### src/tprp_pkg.sv
// Package with the shared types, codes and constants of the path record and playback unit.
`timescale 1ns / 1ps
`default_nettype none
package tprp_pkg;

    localparam int COORD_BITS = 12;
    localparam int TIME_BITS  = 32;
    localparam int PROD_BITS  = COORD_BITS + TIME_BITS;
    localparam int DIV_CNT_W  = $clog2(PROD_BITS);

    // Request modes.
    typedef enum logic [1:0] {
        MODE_START = 2'd0,
        MODE_ADD   = 2'd1,
        MODE_STOP  = 2'd2,
        MODE_QUERY = 2'd3
    } tprp_mode_t;

    // Result status codes.
    typedef enum logic [1:0] {
        ST_VALID   = 2'd0,
        ST_NONE    = 2'd1,
        ST_STORED  = 2'd2,
        ST_DROPPED = 2'd3
    } tprp_status_t;

    typedef struct packed {
        logic [1:0]            mode;
        logic [COORD_BITS-1:0] pos_x_in;
        logic [COORD_BITS-1:0] pos_y_in;
        logic [TIME_BITS-1:0]  timestamp;
    } tprp_req_t;

    typedef struct packed {
        logic [COORD_BITS-1:0] pos_x_out;
        logic [COORD_BITS-1:0] pos_y_out;
        logic [1:0]            status;
    } tprp_rsp_t;

    // One stored path point.
    typedef struct packed {
        logic [COORD_BITS-1:0] x;
        logic [COORD_BITS-1:0] y;
        logic [TIME_BITS-1:0]  t;
    } tprp_entry_t;

    // Controller states.
    typedef enum logic [3:0] {
        S_IDLE,
        S_DECODE,
        S_LAST,
        S_CHECK,
        S_MOD,
        S_SCAN,
        S_MUL_X,
        S_GO_X,
        S_WAIT_X,
        S_MUL_Y,
        S_GO_Y,
        S_WAIT_Y,
        S_FINISH
    } tprp_state_t;

    // Commands from the controller to the datapath.
    typedef struct packed {
        logic         capture;
        logic         do_start;
        logic         do_add;
        logic         do_stop;
        logic         rd_last;
        logic         load_last;
        logic         mod_go;
        logic         mod_load;
        logic         scan_init;
        logic         scan_en;
        logic         mul_x;
        logic         mul_y;
        logic         div_go;
        logic         load_x;
        logic         load_y;
        logic         emit;
        logic         emit_pos;
        tprp_status_t emit_status;
    } tprp_cmd_t;

    // Status from the datapath to the controller.
    typedef struct packed {
        tprp_mode_t mode;
        logic       table_full;
        logic       query_ok;
        logic       last_zero;
        logic       need_wrap;
        logic       div_done;
        logic       scan_done;
        logic       found;
    } tprp_stat_t;

endpackage
`default_nettype wire

### src/tprp_ctrl.sv
// Controller state machine that sequences each request through the datapath.
`timescale 1ns / 1ps
`default_nettype none
module tprp_ctrl (
    input  wire logic                 clk,
    input  wire logic                 rst_n,
    input  wire logic                 start,
    input  wire tprp_pkg::tprp_stat_t stat,
    output tprp_pkg::tprp_cmd_t       cmd,
    output logic                      busy
);
    import tprp_pkg::*;

    tprp_state_t state_reg, state_next;

    // State register.
    always_ff @(posedge clk or negedge rst_n)
    begin
        if (!rst_n)
        begin
            state_reg <= S_IDLE;
        end
        else
        begin
            state_reg <= state_next;
        end
    end

    // Next state and commands.
    always_comb
    begin
        state_next      = state_reg;
        cmd             = '0;
        cmd.emit_status = ST_NONE;
        busy            = 1'b1;
        unique case (state_reg)
            S_IDLE:
            begin
                busy = 1'b0;
                if (start)
                begin
                    cmd.capture = 1'b1;
                    state_next  = S_DECODE;
                end
            end
            S_DECODE:
            begin
                unique case (stat.mode)
                    MODE_START:
                    begin
                        cmd.do_start    = 1'b1;
                        cmd.emit        = 1'b1;
                        cmd.emit_status = ST_STORED;
                        state_next      = S_IDLE;
                    end
                    MODE_ADD:
                    begin
                        cmd.do_add      = 1'b1;
                        cmd.emit        = 1'b1;
                        cmd.emit_status = stat.table_full ? ST_DROPPED : ST_STORED;
                        state_next      = S_IDLE;
                    end
                    MODE_STOP:
                    begin
                        cmd.do_stop = 1'b1;
                        cmd.emit    = 1'b1;
                        state_next  = S_IDLE;
                    end
                    default:
                    begin
                        if (stat.query_ok)
                        begin
                            cmd.rd_last = 1'b1;
                            state_next  = S_LAST;
                        end
                        else
                        begin
                            cmd.emit   = 1'b1;
                            state_next = S_IDLE;
                        end
                    end
                endcase
            end
            S_LAST:
            begin
                cmd.load_last = 1'b1;
                state_next    = S_CHECK;
            end
            S_CHECK:
            begin
                if (stat.last_zero)
                begin
                    cmd.emit   = 1'b1;
                    state_next = S_IDLE;
                end
                else if (stat.need_wrap)
                begin
                    cmd.mod_go = 1'b1;
                    state_next = S_MOD;
                end
                else
                begin
                    cmd.scan_init = 1'b1;
                    state_next    = S_SCAN;
                end
            end
            S_MOD:
            begin
                if (stat.div_done)
                begin
                    cmd.mod_load  = 1'b1;
                    cmd.scan_init = 1'b1;
                    state_next    = S_SCAN;
                end
            end
            S_SCAN:
            begin
                cmd.scan_en = 1'b1;
                if (stat.scan_done)
                begin
                    if (stat.found)
                    begin
                        state_next = S_MUL_X;
                    end
                    else
                    begin
                        cmd.emit   = 1'b1;
                        state_next = S_IDLE;
                    end
                end
            end
            S_MUL_X:
            begin
                cmd.mul_x  = 1'b1;
                state_next = S_GO_X;
            end
            S_GO_X:
            begin
                cmd.div_go = 1'b1;
                state_next = S_WAIT_X;
            end
            S_WAIT_X:
            begin
                if (stat.div_done)
                begin
                    cmd.load_x = 1'b1;
                    state_next = S_MUL_Y;
                end
            end
            S_MUL_Y:
            begin
                cmd.mul_y  = 1'b1;
                state_next = S_GO_Y;
            end
            S_GO_Y:
            begin
                cmd.div_go = 1'b1;
                state_next = S_WAIT_Y;
            end
            S_WAIT_Y:
            begin
                if (stat.div_done)
                begin
                    cmd.load_y = 1'b1;
                    state_next = S_FINISH;
                end
            end
            S_FINISH:
            begin
                cmd.emit        = 1'b1;
                cmd.emit_pos    = 1'b1;
                cmd.emit_status = ST_VALID;
                state_next      = S_IDLE;
            end
            default:
            begin
                state_next = S_IDLE;
            end
        endcase
    end

endmodule
`default_nettype wire

### config.mk
export PLATFORM = sky130hd
export DESIGN_NAME = tprp_ctrl
export DESIGN_NICKNAME = d
export VERILOG_FILES = /design/src/tprp_pkg.sv /design/src/tprp_ctrl.sv
export SDC_FILE = /design/constraint.sdc
export NUM_CORES = 1
export LEC_CHECK = 0
export BUFFER_PORTS_ARGS = -buffer_cell sky130_fd_sc_hd__buf_4
export CORE_AREA = 2 2 46 48
export CTS_CLUSTER_DIAMETER = 50
export DETAILED_ROUTE_END_ITERATION = 12
export DIE_AREA = 0 0 48 50
export SLEW_MARGIN = 20
export SYNTH_ARGS = -nofsm -noshare
export SYNTH_HDL_FRONTEND = slang
export SYNTH_SLANG_ARGS = --single-unit
### constraint.sdc
create_clock -name clk -period 1.72 [get_ports clk]
set_clock_uncertainty 0.05 [all_clocks]
set_input_delay 0.258 -clock clk [delete_from_list [all_inputs] [get_ports clk]]
set_output_delay 0.258 -clock clk [all_outputs]
set_load 0.03 [all_outputs]
==> qor.txt <==
Least-Margin Pin Slew: 275 ps
Multi-input logic area: 470 µm²
FF+latch area: 105 µm²
Die area: 0.00240 mm²
Maximum fanout along the worst path: 7
Clk_lat worst skew: 240 ps
RR Endpoint: state_reg[2]
Async set-reset flop share out of synthesis: 100%
Unrepaired setup endpoints after global routing: true
Leakage: 0.472 nW
Largest net degree at the start of global routing: 12
Hpwl dp: 1.39 mm
Post-synth EDFFs: 0
Worst Hold Class: in -> reg
Max IR drop VDD: 0.000651 V
Final setup fails: 0
Gr usage total: 16.3%
Die H: 50 µm
Post-synth net total: 90
Largest area contributor in the netlist: dfrtp_1
CTS tree: yes
Status: finished, final reports clean
Num ports: 32
Relative slew margins: 81.6%
GR Layer Usage met1: 19.6%
# H-tree levels: 1
Cell Rows: 16
Clock power share: 7.8%
Core ar.: 0.00190 mm²
Worst Reg-to-Reg Cells: 5
CP Capture Type: output pin
Synth unique cells: 33
Cell area after layout: 987 µm²
Starting Density: 28.9%
Min Tclk post-route: 1710 ps
Switch share: 52.1%
Layout cells sized above 1: 57.5%
Worst r2r src: state_reg[2]
Synthesized area per cell: 7.06 µm²
WL/cell: 12.7 µm
Period utilization: 99.3%
Final Max Tran Viols: 0
Worst-path clk slew: 40 ps
Met3 Use GR: 2.20%
Reg2reg setup slack: 230 ps
Pwr dens: 1570 mW/mm²
# DRC: 0
Combinational Power Share: 77.1%
Yosys warns: 0
Area Growth Syn to Fin: 79.3%
Worst Min Path Start: stat[2]
Worst Hold End: state_reg[1]
Post-synth top cells: nor2_1, nor3_1, inv_1, nand3_1
Crit path required time: 1410 ps
Cell-internal power: 0.741 mW
Layout Nets: 134
Final hold vios: 0
Top-count cell post-synth: nor2_1
CTS Buf Count: 3
Vias: 737
Crit start category: register
Initial antenna violation count: 0
Largest cells by area after synthesis: dfrtp_1, nor3_1, and3_1, nand3_1, nor2_1
Hold Path Depth: 2
Yosys reg bits: 4
P_sw: 0.806 mW
M2 GR Usage: 26.7%
Max_cap viols: 0
CP arrival: 1400 ps
Synth top area share: 18.2%
Worst setup path class: reg -> out
Max Root-Sink Buffers: 2
First-pass GRT wire length: 2.77 mm
Worst setup path start: state_reg[3]
GPL Wtd Cong: 0.922
Post-Route Utilization: 51.9%
Root Buffer: clkbuf_4
First DRT Iteration DRCs: 11
Synthesized cell area: 551 µm²
Main synth FF type: dfrtp_1
Filler cell count: 193
Drt first pass iters: 4
Diodes inserted: 0
Vias in the first global route: 651
PortBufs: 31
Clock sink count: 4
Vias/cell: 5.01
Flop pwr share: 15.0%
Post-DP Area: 868 µm²
Die W: 48 µm
Peak Freq: 586 MHz
Final ANT Viol Nets: 0
Max reg flops: 4
Final WL: 1.87 mm
Global route total overflow: 0
Busiest grt layer: met2
Synth Instances: 78
Register area share after synthesis: 18.2%
## worst max-delay path, cell delays in order (launching register included)
cell	delay, ps
dfrtp_2	450
and2b_1	250
and3_4	190
o21bai_1	100
buf_4	170
## power groups by stage
stage | registers, mW | logic [mW] | clock network [mW]
final | 0.232 | 1.19 | 0.121
after global routing | 0.240 | 1.29 | 0.130
after floorplan | 0.161 | 0.750 | 0
after detailed placement | 0.202 | 1.07 | 0
after CTS | 0.217 | 1.13 | 0.127
after global placement | 0.200 | 1.07 | 0
## kinds of logic after synthesis
kind of cell,count (synthesis),synth area share [%]
AO/OA/AOI/OAI,20,28.0
buffers and inverters,10,8.64
flip-flops,4,18.2
multiplexers,1,1.82
AND/OR/NAND/NOR,43,43.4
## placed cells by master (no fill, tap or decap), types with 3 or more instances in the layout
cell type and instances:
clkbuf_4 3, nor3_2 4, o21ai_0 3, inv_1 5, and3_1 4, a21oi_1 5
buf_4 40, nand3_1 5, nand2b_4 3, nor3_1 3, nand2_1 4, nor2_1 7
dfrtp_2 4
## worst max-delay path by stage
stage,endpoint,slack (ps),cells after the start
3_3_place_gp,cmd[10],160,4
3_5_place_dp,cmd[10],140,4
4_1_cts,cmd[10],0.05,4
2_1_floorplan,cmd[16],30,4
5_1_grt,cmd[16],-50,6
6_report,cmd[10],10,4
## timing repair
action                                  4_1_cts  5_1_grt
pin swaps                                     1        4
endpoints found under the hold margin         4        0
buffers inserted                              2        1
endpoints found under the setup margin        9        9
hold buffers                                  1        0
gates resized for setup                       9        9
## final cells by class
cell class	count	share of cell area [%]
multi-input combinational	64	47.7
inverter	6	2.28
sequential	4	10.6
tap	27	3.42
clock buffer	3	2.28
timing repair buffer	43	33.7
## per-stage QoR
step                setup slack [ps]  power [mW]  TNS (ps)  hold slack (ps)  cells
global placement                 159        1.27         0             7.22    140
floorplan                       33.0       0.912         0            -87.6     78
CTS                           0.0474        1.48         0              211    146
global route                   -47.8        1.66      -167              229    147
detailed placement               139        1.27         0             7.85    140
finish                          12.2        1.55         0              221    147
## routing by layer
| metal | routed length (µm) | share of wire (%) | vias to the layer above |
|---|---|---|---|
| li1 | - | - | 366 |
| met1 | 787 | 42 | 330 |
| met2 | 921 | 49 | 37 |
| met3 | 129 | 6.9 | 4 |
| met4 | 31 | 1.7 | 0 |
| met5 | 0 | 0 | - |
(Power assumes the default switching activity.)
